[src/sv/kiss_frame_codec_assert.svh]
// ----------------------------------------------------------------------------
// kiss_frame_codec_assert.svh
// Assertion macros shared by the codec front and queue modules.
// ----------------------------------------------------------------------------
`ifndef KISS_FRAME_CODEC_ASSERT_SVH
`define KISS_FRAME_CODEC_ASSERT_SVH

// Condition must hold at every clock edge outside reset
`define KFC_ASSERT_ALWAYS(name, clk, rstn, cond) \
    name: assert property (@(posedge clk) disable iff (!rstn) (cond)) \
        else $error("kfc assertion failed");

// Consequent must hold in the cycle after the antecedent
`define KFC_ASSERT_NEXT(name, clk, rstn, ante, cons) \
    name: assert property (@(posedge clk) disable iff (!rstn) (ante) |=> (cons)) \
        else $error("kfc assertion failed");

`endif

[src/sv/kfc_pkg.sv]
// ----------------------------------------------------------------------------
// kfc_pkg
// Types and constants of the KISS frame codec.
// ----------------------------------------------------------------------------
package kfc_pkg;

    // KISS special bytes
    localparam logic [7:0] FEND     = 8'hC0;
    localparam logic [7:0] FESC     = 8'hDB;
    localparam logic [7:0] TFEND    = 8'hDC;
    localparam logic [7:0] TFESC    = 8'hDD;
    localparam logic [7:0] CMD_MASK = 8'h0F;

    // Configuration register indexes
    localparam int unsigned    CFG_ADDR_W    = 2;
    localparam int unsigned    CFG_DATA_W    = 4;
    localparam logic [CFG_ADDR_W-1:0] CFG_DIRECTION = 2'd0;
    localparam logic [CFG_ADDR_W-1:0] CFG_COMMAND   = 2'd1;
    localparam logic [CFG_ADDR_W-1:0] CFG_SUPPRESS  = 2'd2;

    // Results per input word and queue sizing
    localparam int unsigned MAX_RES  = 5;
    localparam int unsigned RES_W    = 3;
    localparam int unsigned QDEPTH   = 2;
    localparam int unsigned QPTR_W   = 1;
    localparam int unsigned QCNT_W   = 2;

    typedef enum logic [2:0] {
        ST_OK         = 3'd0,
        ST_NO_OPEN    = 3'd1,
        ST_NO_CLOSE   = 3'd2,
        ST_SHORT      = 3'd3,
        ST_BAD_CMD    = 3'd4,
        ST_SUPPRESSED = 3'd5
    } kfc_status_t;

    typedef enum logic [1:0] {
        POS_START   = 2'd0,
        POS_COMMAND = 2'd1,
        POS_PAYLOAD = 2'd2,
        POS_SPARE   = 2'd3
    } kfc_pos_t;

    typedef struct packed {
        logic [7:0] data_byte;
        logic       frame_end;
    } kfc_in_t;

    typedef struct packed {
        logic [7:0] out_byte;
        logic       is_marker;
        logic [2:0] frame_status;
        logic       run_last;
    } kfc_out_t;

    // One queue entry: all results caused by one input word
    typedef struct packed {
        logic [RES_W-1:0]        count;
        logic [MAX_RES-1:0][7:0] bytes;
        logic                    is_marker;
        kfc_status_t             status;
    } kfc_entry_t;

endpackage

[src/sv/kfc_front.sv]
// ----------------------------------------------------------------------------
// kfc_front
// Accepts input words, tracks frame state and builds the result list of
// each word for the queue. Holds the configuration registers.
// ----------------------------------------------------------------------------
module kfc_front (
    input  logic                         aclk,
    input  logic                         aresetn,
    input  logic                         cfg_wr_en,
    input  logic [kfc_pkg::CFG_ADDR_W-1:0] cfg_addr,
    input  logic [kfc_pkg::CFG_DATA_W-1:0] cfg_wdata,
    input  logic                         s_valid,
    output logic                         s_ready,
    input  kfc_pkg::kfc_in_t             s_data,
    input  logic                         q_full,
    output logic                         q_push,
    output kfc_pkg::kfc_entry_t          q_entry
);
    import kfc_pkg::*;

    `include "kiss_frame_codec_assert.svh"

    logic        direction_reg;
    logic [3:0]  command_reg;
    logic        suppress_reg;
    kfc_pos_t    pos_reg, pos_next;
    logic        esc_reg, esc_next;
    kfc_status_t status_reg, status_next;

    logic        accept;
    logic [7:0]  b;
    logic        last;
    logic [7:0]  cmd_byte;
    kfc_pos_t    pos_eff;
    logic [RES_W-1:0] n;
    kfc_entry_t  ent;
    kfc_status_t st;

    assign s_ready  = !q_full;
    assign accept   = s_valid && s_ready;
    assign b        = s_data.data_byte;
    assign last     = s_data.frame_end;
    assign cmd_byte = {4'b0000, command_reg} & CMD_MASK;
    assign pos_eff  = (pos_reg == POS_SPARE) ? POS_PAYLOAD : pos_reg;

    // Configuration registers
    always_ff @(posedge aclk) begin
        if (!aresetn) begin
            direction_reg <= 1'b0;
            command_reg   <= 4'd0;
            suppress_reg  <= 1'b0;
        end else if (cfg_wr_en) begin
            unique case (cfg_addr)
                CFG_DIRECTION: direction_reg <= cfg_wdata[0];
                CFG_COMMAND:   command_reg   <= cfg_wdata;
                CFG_SUPPRESS:  suppress_reg  <= cfg_wdata[0];
                default: ;
            endcase
        end
    end

    // Build result list and next frame state
    always_comb begin
        ent         = '0;
        n           = '0;
        st          = ST_OK;
        pos_next    = pos_reg;
        esc_next    = esc_reg;
        status_next = status_reg;
        if (!direction_reg) begin
            // encode
            if (!suppress_reg) begin
                if (pos_eff == POS_START) begin
                    ent.bytes[n] = FEND;
                    n = n + 3'd1;
                    ent.bytes[n] = cmd_byte;
                    n = n + 3'd1;
                end
                if (b == FEND || b == FESC) begin
                    ent.bytes[n] = FESC;
                    n = n + 3'd1;
                    ent.bytes[n] = (b == FEND) ? TFEND : TFESC;
                    n = n + 3'd1;
                end else begin
                    ent.bytes[n] = b;
                    n = n + 3'd1;
                end
                if (last) begin
                    ent.bytes[n] = FEND;
                    n = n + 3'd1;
                end
            end
            if (last) begin
                pos_next    = POS_START;
                esc_next    = 1'b0;
                status_next = ST_OK;
            end else if (pos_reg == POS_START) begin
                pos_next = POS_COMMAND;
            end else if (pos_reg == POS_COMMAND) begin
                pos_next = POS_PAYLOAD;
            end
        end else if (last) begin
            // decode, closing byte: first error wins
            st = status_reg;
            if (pos_eff == POS_START && b != FEND && st == ST_OK) begin
                st = ST_NO_OPEN;
            end
            if (st == ST_OK && pos_eff != POS_PAYLOAD) begin
                st = ST_SHORT;
            end
            if (st == ST_OK && b != FEND) begin
                st = ST_NO_CLOSE;
            end
            if (st == ST_OK && suppress_reg) begin
                st = ST_SUPPRESSED;
            end
            ent.is_marker = 1'b1;
            ent.status    = st;
            n             = 3'd1;
            pos_next      = POS_START;
            esc_next      = 1'b0;
            status_next   = ST_OK;
        end else begin
            // decode, opening, command or payload byte
            priority if (pos_eff == POS_START) begin
                if (b != FEND && status_reg == ST_OK) begin
                    status_next = ST_NO_OPEN;
                end
                pos_next = POS_COMMAND;
            end else if (pos_eff == POS_COMMAND) begin
                if (b != cmd_byte && status_reg == ST_OK) begin
                    status_next = ST_BAD_CMD;
                end
                pos_next = POS_PAYLOAD;
            end else if (esc_reg) begin
                esc_next = 1'b0;
                if (!suppress_reg && (b == TFEND || b == TFESC)) begin
                    ent.bytes[0] = (b == TFEND) ? FEND : FESC;
                    n = 3'd1;
                end
            end else if (b == FESC) begin
                esc_next = 1'b1;
            end else begin
                if (!suppress_reg) begin
                    ent.bytes[0] = b;
                    n = 3'd1;
                end
            end
        end
        ent.count = n;
    end

    assign q_entry = ent;
    assign q_push  = accept && (n != '0);

    // Frame state advances on every accepted word
    always_ff @(posedge aclk) begin
        if (!aresetn) begin
            pos_reg    <= POS_START;
            esc_reg    <= 1'b0;
            status_reg <= ST_OK;
        end else if (accept) begin
            pos_reg    <= pos_next;
            esc_reg    <= esc_next;
            status_reg <= status_next;
        end
    end

    `KFC_ASSERT_NEXT(a_frame_end_clears, aclk, aresetn, accept && last,
        pos_reg == POS_START && !esc_reg && status_reg == ST_OK)

endmodule

[src/sv/kfc_queue.sv]
// ----------------------------------------------------------------------------
// kfc_queue
// Short queue of result lists between the front and back parts.
// ----------------------------------------------------------------------------
module kfc_queue (
    input  logic                aclk,
    input  logic                aresetn,
    input  logic                push,
    input  kfc_pkg::kfc_entry_t push_entry,
    input  logic                pop,
    output kfc_pkg::kfc_entry_t head,
    output logic                empty,
    output logic                full
);
    import kfc_pkg::*;

    `include "kiss_frame_codec_assert.svh"

    kfc_entry_t         ent_reg [QDEPTH];
    logic [QPTR_W-1:0]  wr_ptr_reg;
    logic [QPTR_W-1:0]  rd_ptr_reg;
    logic [QCNT_W-1:0]  count_reg;

    assign empty = (count_reg == '0);
    assign full  = (count_reg == QCNT_W'(QDEPTH));
    assign head  = ent_reg[rd_ptr_reg];

    // Store pushed list
    always_ff @(posedge aclk) begin
        if (push) begin
            ent_reg[wr_ptr_reg] <= push_entry;
        end
    end

    // Advance pointers and fill count
    always_ff @(posedge aclk) begin
        if (!aresetn) begin
            wr_ptr_reg <= '0;
            rd_ptr_reg <= '0;
            count_reg  <= '0;
        end else begin
            if (push) begin
                wr_ptr_reg <= wr_ptr_reg + 1'b1;
            end
            if (pop) begin
                rd_ptr_reg <= rd_ptr_reg + 1'b1;
            end
            if (push && !pop) begin
                count_reg <= count_reg + 1'b1;
            end else if (pop && !push) begin
                count_reg <= count_reg - 1'b1;
            end
        end
    end

    `KFC_ASSERT_ALWAYS(a_no_overflow, aclk, aresetn, !(push && full))
    `KFC_ASSERT_ALWAYS(a_no_underflow, aclk, aresetn, !(pop && empty))
    `KFC_ASSERT_NEXT(a_fill_tracks, aclk, aresetn, push && !pop,
        count_reg == $past(count_reg) + 1'b1)

endmodule

[src/sv/kfc_back.sv]
// ----------------------------------------------------------------------------
// kfc_back
// Walks the head result list one word a cycle, while m_ready allows, into the output register.
// ----------------------------------------------------------------------------
module kfc_back (
    input  logic                aclk,
    input  logic                aresetn,
    input  kfc_pkg::kfc_entry_t head,
    input  logic                empty,
    output logic                pop,
    output logic                m_valid,
    input  logic                m_ready,
    output kfc_pkg::kfc_out_t   m_data
);
    import kfc_pkg::*;

    logic [RES_W-1:0] idx_reg;
    logic             m_valid_reg;
    kfc_out_t         m_data_reg;
    logic             load;
    logic             last_one;

    assign load     = !empty && (!m_valid_reg || m_ready);
    assign last_one = (idx_reg == head.count - 3'd1);
    assign pop      = load && last_one;
    assign m_valid  = m_valid_reg;
    assign m_data   = m_data_reg;

    // Output valid and list index
    always_ff @(posedge aclk) begin
        if (!aresetn) begin
            m_valid_reg <= 1'b0;
            idx_reg     <= '0;
        end else begin
            if (load) begin
                m_valid_reg <= 1'b1;
                idx_reg     <= last_one ? '0 : idx_reg + 3'd1;
            end else if (m_ready) begin
                m_valid_reg <= 1'b0;
            end
        end
    end

    // Output word
    always_ff @(posedge aclk) begin
        if (load) begin
            m_data_reg.out_byte     <= head.bytes[idx_reg];
            m_data_reg.is_marker    <= head.is_marker;
            m_data_reg.frame_status <= head.status;
            m_data_reg.run_last     <= last_one;
        end
    end

endmodule

[src/sv/kiss_frame_codec.sv]
// ----------------------------------------------------------------------------
// kiss_frame_codec
// KISS byte-stuffing encoder/decoder with end-of-frame status markers.
// ----------------------------------------------------------------------------
//  channel   dir  handshake           word
//  s_*       in   s_valid / s_ready   data_byte, frame_end
//  m_*       out  m_valid / m_ready   out_byte, is_marker, frame_status, run_last
//  cfg_*     in   cfg_wr_en           direction, command_code, suppress
//
//  A word is taken every cycle while the two-entry result queue has room.
//  Each word yields 0 to 5 output words, sent one per cycle from the output
//  register while m_ready is high; the front keeps taking words meanwhile.
//  Reset is synchronous, with no clearing pass.
//  A stall on m_ready fills the queue and then drops s_ready.
// ----------------------------------------------------------------------------
module kiss_frame_codec (
    input  logic                           aclk,
    input  logic                           aresetn,
    input  logic                           cfg_wr_en,
    input  logic [kfc_pkg::CFG_ADDR_W-1:0] cfg_addr,
    input  logic [kfc_pkg::CFG_DATA_W-1:0] cfg_wdata,
    input  logic                           s_valid,
    output logic                           s_ready,
    input  kfc_pkg::kfc_in_t               s_data,
    output logic                           m_valid,
    input  logic                           m_ready,
    output kfc_pkg::kfc_out_t              m_data
);
    import kfc_pkg::*;

    logic       q_push;
    logic       q_pop;
    logic       q_empty;
    logic       q_full;
    kfc_entry_t q_entry;
    kfc_entry_t q_head;

    kfc_front u_front (
        .aclk      (aclk),
        .aresetn   (aresetn),
        .cfg_wr_en (cfg_wr_en),
        .cfg_addr  (cfg_addr),
        .cfg_wdata (cfg_wdata),
        .s_valid   (s_valid),
        .s_ready   (s_ready),
        .s_data    (s_data),
        .q_full    (q_full),
        .q_push    (q_push),
        .q_entry   (q_entry)
    );

    kfc_queue u_queue (
        .aclk       (aclk),
        .aresetn    (aresetn),
        .push       (q_push),
        .push_entry (q_entry),
        .pop        (q_pop),
        .head       (q_head),
        .empty      (q_empty),
        .full       (q_full)
    );

    kfc_back u_back (
        .aclk    (aclk),
        .aresetn (aresetn),
        .head    (q_head),
        .empty   (q_empty),
        .pop     (q_pop),
        .m_valid (m_valid),
        .m_ready (m_ready),
        .m_data  (m_data)
    );

endmodule

[config.mk]
export PLATFORM = sky130hd
export DESIGN_NAME = kiss_frame_codec
export DESIGN_NICKNAME = d
export VERILOG_FILES = /design/src/sv/kfc_pkg.sv /design/src/sv/kfc_front.sv /design/src/sv/kfc_queue.sv /design/src/sv/kfc_back.sv /design/src/sv/kiss_frame_codec.sv
export VERILOG_INCLUDE_DIRS = /design/src /design/src/sv
export SDC_FILE = /design/constraint.sdc
export NUM_CORES = 1
export LEC_CHECK = 0
export ABC_AREA = 0
export BUFFER_PORTS_ARGS = -buffer_cell sky130_fd_sc_hd__buf_4
export CORE_MARGIN = 4
export CORE_UTILIZATION = 25
export DETAILED_ROUTE_END_ITERATION = 7
export PLACE_DENSITY = 0.37
export SLEW_MARGIN = 20
export SYNTH_ARGS = -nofsm -noshare
export SYNTH_HDL_FRONTEND = slang
export SYNTH_SLANG_ARGS = --single-unit
[constraint.sdc]
create_clock -name aclk -period 11.4 [get_ports aclk]
set_input_delay 1.71 -clock aclk [delete_from_list [all_inputs] [get_ports aclk]]
set_output_delay 1.71 -clock aclk [all_outputs]
set_load 0.05 [all_outputs]
==> results.txt, run 1 <==
WP data required: 11,680 ps
Detailed Routing Iterations Pass 1: 6
First-pass GRT wire length: 17,210 um
Clock transition at path regs: 70 ps
Buffers on Ports: 34
Asr flop ratio synth: 0%
Die Span Y: 141.5 um
Vias: 2,845
Largest net degree at the start of global routing: 33
Antenna viol nets, final: 0
Synth Flop Type: edfxtp_1
Nets: 415
CTS buffer count: 9
Met1 usage: 16.03%
Yosys cell types: 47
Post-DP HPWL: 7802 um
Post-CTS Setup Bufs: 0
Die X: 141.5 um
GR Util met3: 2.022%
Hold Crit Class: register to register
Pre-CTS setup slack: 6106 ps
Area grow syn2layout: 17.87%
Setup repair after global routing missed its margin: no
Syn. warnings: 0
Initial Util: 25.66%
PnR worst setup slack: 6463 ps
Final setup viols: 0
WL final: 11,070 um
Layout cells sized above 1: 21.17%
Final period util: 43.31%
Initial DRC count: 177
CTS tree: built
CP arrival: 5210 ps
Avg Cell Area, Syn: 12.62 um^2
Pleak: 1.839 nW
Max Cap Viol: 0
Hold_ws: 489.2 ps
Outcome: finished, final reports clean
Hold Violations, Final: 0
H-tree depth: 3
Critical setup path kind: primary input to register
Clock Sink Count: 97
VDD IR max: 0.1366 mV
Initial antenna violation count: 0
Mapped cell area: 4454 um^2
Worst Tran Pin Value: 971.1 ps
# resized after CTS: 0
Clk buf depth: 2
Core footprint: 17,360 um^2
Sequential-to-total area share from yosys stat: 60.90%
Global-route usage over all layers: 11.65%
Routability cong.: 0.8336
Most Crowded Layer GR: met2
Met2 usage: 18.18%
Largest fanout on the critical path: 13
Post-Syn Nets: 381
# diodes: 0
Final core utilization: 30.25%
PD cells: 229.4 nW/um^2
Vias in the first global route: 2,876
Setup Skew: 14.41 ps
Setup_tns: 0 ps
Root Buffer Master: clkbuf_16
CP Capture Type: register
Crit start category: primary input
Num ports: 35
Fin cells: 617
DP Cell Count: 601
Row count: 48
Global-route congestion overflow total: 0
Final Max Tran Viols: 0
Cells after Synth: 353
CTS hold repair buffers: 0
Vias per inst: 4.611
F_max: 202.6 MHz
Synthesized flop and latch total: 97
Worst skew pair latency: 360 ps
Die footprint: 20,020 um^2
Drt drc: 0
Slew HR: 35.26%
Largest register FFs: 64
Min Tclk post-route: 4937 ps
Post-synth EDFFs: 77
Post-DR wirelength/cell: 17.95 um
==> placed cells by master (no fill, tap or decap), drive strengths merged, types with 6 or more instances in the layout <==
cell / netlist / final
o21ai: 16 / 16
nor2: 35 / 35
o21a: 9 / 9
a21oi: 22 / 22
nand2: 23 / 23
buf: 7 / 39
mux4: 7 / 7
xnor2: 7 / 7
and2: 6 / 6
clkbuf: 9 / 9
nand3: 6 / 6
inv: 11 / 15
edfxtp: 77 / 77
mux2i: 21 / 21
and3: 6 / 6
dfxtp: 20 / 20
mux2: 8 / 8
ha: 8 / 8
==> area by class of cell <==
type | count | area [um^2]
inverters | 11 | 41.29
flip-flops and latches | 97 | 2713
clock inverters | 7 | 60.06
multi-input cells | 229 | 1637
repair buffers | 39 | 292.8
fillers | 1760 | 12110
well taps | 225 | 281.5
clock buffers | 9 | 225.2
==> cell families after synthesis <==
| kind of cell | Yosys count | synth area share [%] |
|---|---|---|
| buf+inv | 27 | 2.472 |
| fa+ha+maj | 8 | 2.247 |
| xor+xnor | 11 | 2.163 |
| simple gates | 113 | 12.95 |
| flops | 97 | 60.90 |
| mux | 36 | 10.28 |
| compound gates | 61 | 8.989 |
==> layer usage <==
layer	vias to the layer above	share of wire, %
li1	1376	-
met1	1408	49
met2	45	47
met3	16	2.5
met4	0	2.1
met5	-	0
==> critical path, cell delays in order <==
cell and delay, ps:
buf_4 140, or4_4 580, a21oi_1 800, ha_1 260, nand2b_1 100, a2111oi_4 320
o21ai_1 110, o21ai_2 290, inv_1 90, ha_1 320, or3_1 350, a21oi_1 150
==> through the flow <==
| stage | total power [W] | cell area, um^2 |
|---|---|---|
| floorplan | 0.0007959 | 4454 |
| global placement | 0.0009236 | 4965 |
| detailed placement | 0.0009238 | 4965 |
| CTS | 0.001223 | 5250 |
| global route | 0.001276 | 5250 |
| finish | 0.001204 | 5250 |
==> cell usage after synthesis, types with 4 or more instances <==
library cell / count / area [um^2]
a21oi_1: 22 / 110.1
nor2b_1: 4 / 25.02
nand3_1: 6 / 30.03
xnor2_1: 7 / 61.31
mux2_2: 8 / 90.09
and3_1: 6 / 37.54
mux4_2: 7 / 157.7
nand2_1: 23 / 86.33
dfxtp_1: 20 / 400.4
nand4_1: 5 / 31.28
o21ai_0: 14 / 70.07
o21a_1: 9 / 67.56
or2_2: 4 / 25.02
buf_2: 7 / 35.03
nor3_1: 5 / 25.02
nor2_1: 35 / 131.4
ha_1: 8 / 100.1
clkbuf_1: 9 / 33.78
xor2_1: 4 / 35.03
mux2i_1: 21 / 210.2
edfxtp_1: 77 / 2312
and2_1: 6 / 37.54
inv_1: 10 / 37.54
==> report_power, final <==
group          internal [W]  leakage [nW]  switching (W)
Sequential         0.000483         0.890      0.0000290
Clock              0.000152         0.136       0.000145
Combinational      0.000135         0.813       0.000260
Total              0.000770          1.84       0.000434
==> worst paths after layout <==
kind	from	to	slack [ps]	depth (start not counted)
worst max-delay path	s_data[5]	u_queue.count_reg[1]	6460	12
worst min-delay path	u_queue.wr_ptr_reg	u_queue.wr_ptr_reg	490	2
worst min register to register	u_queue.wr_ptr_reg	u_queue.wr_ptr_reg	490	2
worst max register to register	u_front.pos_reg[1]	u_queue.count_reg[1]	8450	10
Note: power is estimated with default switching activity, not from simulation.
==> run 2: changes to the inputs <==
Clock period 11.4 ns to 5.2 ns, I/O delays scaled along.
==> results.txt, run 2 (same netlist as run 1, synthesis figures left out) <==
Outcome: finished, final reports clean (unchanged)
Clock transition at path regs: 70 ps (about the same)
Setup Skew: 9.566 ps (was 14.41 ps)
F_max: 303.6 MHz
CTS buffer count: 9 (unchanged)
Row count: 48 (unchanged)
Vias: 2,844 (was 2,845)
Layout cells sized above 1: 20.66% (was 21.17%)
Buffers on Ports: 34 (unchanged)
Pre-CTS setup slack: 1520 ps (was 6106 ps)
PnR worst setup slack: 1906 ps (was 6463 ps)
Clk buf depth: 2 (unchanged)
Root Buffer Master: clkbuf_16 (unchanged)
Worst skew pair latency: 350 ps (was 360 ps)
Num ports: 35 (unchanged)
Final period util: 63.35%
Final Power: 0.002706 W (was 0.001204 W)
Hold Violations, Final: 0 (unchanged)
CP Capture Type: register (unchanged)
WL final: 11,140 um (was 11,070 um)
CTS hold repair buffers: 0 (unchanged)
CP Buf/Inv Count: 2 (unchanged)
H-tree depth: 3 (unchanged)
Largest fanout on the critical path: 6 (was 13)
Initial Util: 25.66% (unchanged)
DP Cell Count: 601 (unchanged)
Max Cap Viol: 0 (unchanged)
Vias per inst: 4.609 (was 4.611)
Final Max Tran Viols: 0 (unchanged)
Most frequent cells in the layout: edfxtp_1, buf_4, nor2_1, nand2_1, a21oi_1 (unchanged)
Post-DP HPWL: 7807 um (was 7802 um)
Min Tclk post-route: 3294 ps
CTS tree: built (unchanged)
Clock Sink Count: 97 (unchanged)
Die Span Y: 141.5 um (unchanged)
CP top delay family: compound AO/OA/AOI/OAI gates (unchanged)
Most common cell after layout, fill and taps aside: edfxtp_1 (unchanged)
# diodes: 0 (unchanged)
Area grow syn2layout: 18.62% (was 17.87%)
Fin cells: 617 (unchanged)
Drt drc: 0 (unchanged)
Pleak: 1.858 nW (was 1.839 nW)
WP data required: 5480 ps (was 11,680 ps)
Die X: 141.5 um (unchanged)
Largest register FFs: 64 (unchanged)
Hold Crit Class: register to register (unchanged)
Critical setup path kind: primary input to register (unchanged)
First-pass GRT wire length: 17,200 um (was 17,210 um)
Final core utilization: 30.44% (was 30.25%)
Initial antenna violation count: 0 (unchanged)
Post-DR wirelength/cell: 18.05 um (was 17.95 um)
Crit start category: primary input (unchanged)
Largest net degree at the start of global routing: 33 (unchanged)
Routability cong.: 0.8195 (was 0.8336)
Max stage delay cell, worst path: or4_4 (was a21oi_1)
Post-CTS Setup Bufs: 0 (unchanged)
Nets: 415 (unchanged)
Vias in the first global route: 2,876 (unchanged)
VDD IR max: 0.2864 mV (was 0.1366 mV)
Core footprint: 17,360 um^2 (unchanged)
Antenna viol nets, final: 0 (unchanged)
Global-route usage over all layers: 11.61% (was 11.65%)
Worst path max stage delay: 580 ps (was 800 ps)
Setup_tns: 0 ps (unchanged)
Filler cell count: 1,770 (was 1,760)
Final setup viols: 0 (unchanged)
Setup repair after global routing missed its margin: no (unchanged)
Global-route congestion overflow total: 0 (unchanged)
Initial DRC count: 183 (was 177)
# resized after CTS: 0 (unchanged)
Worst Tran Pin Value: 847.3 ps (was 971.1 ps)
Detailed Routing Iterations Pass 1: 4 (was 6)
Die footprint: 20,020 um^2 (unchanged)
CP arrival: 3570 ps (was 5210 ps)
CP Cell Sequence: buf_4 > or4_4 > a21oi_1 > ha_1 > nand2b_1 > a2111oi_4 > o21ai_1 > o21ai_2 > inv_1 > ha_1 > or3_1 > a21oi_1 (unchanged)
PD cells: 512.1 nW/um^2 (was 229.4 nW/um^2)
Slew HR: 43.44% (was 35.26%)
-- run 2: cell types whose count changed in the layout (fill, tap and decap cells not counted) --
cell	before	now
bufinv_16	0	2
clkinv_4	0	2
clkinvlp_4	2	0
inv_8	2	0
clkbuf_1	0	1
clkinv_1	0	1
clkinv_2	1	0
inv_6	2	1
-- run 2: final timing paths --
kind	depth (start not counted)	slack, ps	to	start
max	12	1910	u_queue.count_reg[1]	s_data[5]
min	2	480	u_queue.wr_ptr_reg	u_queue.wr_ptr_reg
max reg2reg	10	2300	u_queue.count_reg[1]	u_front.pos_reg[1]
min reg2reg	2	480	u_queue.wr_ptr_reg	u_queue.wr_ptr_reg
-- run 2: power breakdown --
group / leakage, nW / switching [W] / internal (W) / total, W
clock: 0.155 / 0.000302 / 0.000424 / 0.000726
sequential: 0.890 / 0.0000782 / 0.00106 / 0.00114
combinational: 0.813 / 0.000550 / 0.000294 / 0.000844
-- run 2: area by class of cell --
type	count	area [um^2]	share of cell area (%)
Clock buffer	10	229.0	4.333
Clock inverter	6	90.09	1.705
Inverter	11	41.29	0.7814
Multi-Input combinational cell	229	1637	30.97
Sequential cell	97	2713	51.34
Tap cell	225	281.5	5.328
Timing Repair Buffer	39	292.8	5.541
-- run 2: through the flow --
| step | hold WS (ps) | cell area, um^2 |
|---|---|---|
| 6_report | 482.8 | 5284 |
| 4_1_cts | 489.3 | 5284 |
| 2_1_floorplan | 451.4 | 4454 |
| 5_1_grt | 520.0 | 5284 |
| 3_5_place_dp | 481.7 | 4965 |
| 3_3_place_gp | 475.2 | 4965 |
-- run 2: routing by layer --
| metal | vias up | GRT usage, % | wire (um) |
|---|---|---|---|
| met5 | - | 0 | 0 |
| met1 | 1404 | 15.55 | 5408 |
| met3 | 13 | 2.663 | 327 |
| li1 | 1378 | - | - |
| met2 | 49 | 18.43 | 5225 |
| met4 | 0 | 4.242 | 175 |
-- run 2: worst min-delay path, delay by kind of cell, from the launching register on --
family           cells  cell delay, ps
and+or+nand+nor      1              60
muxes                1              50
DFF                  1             330
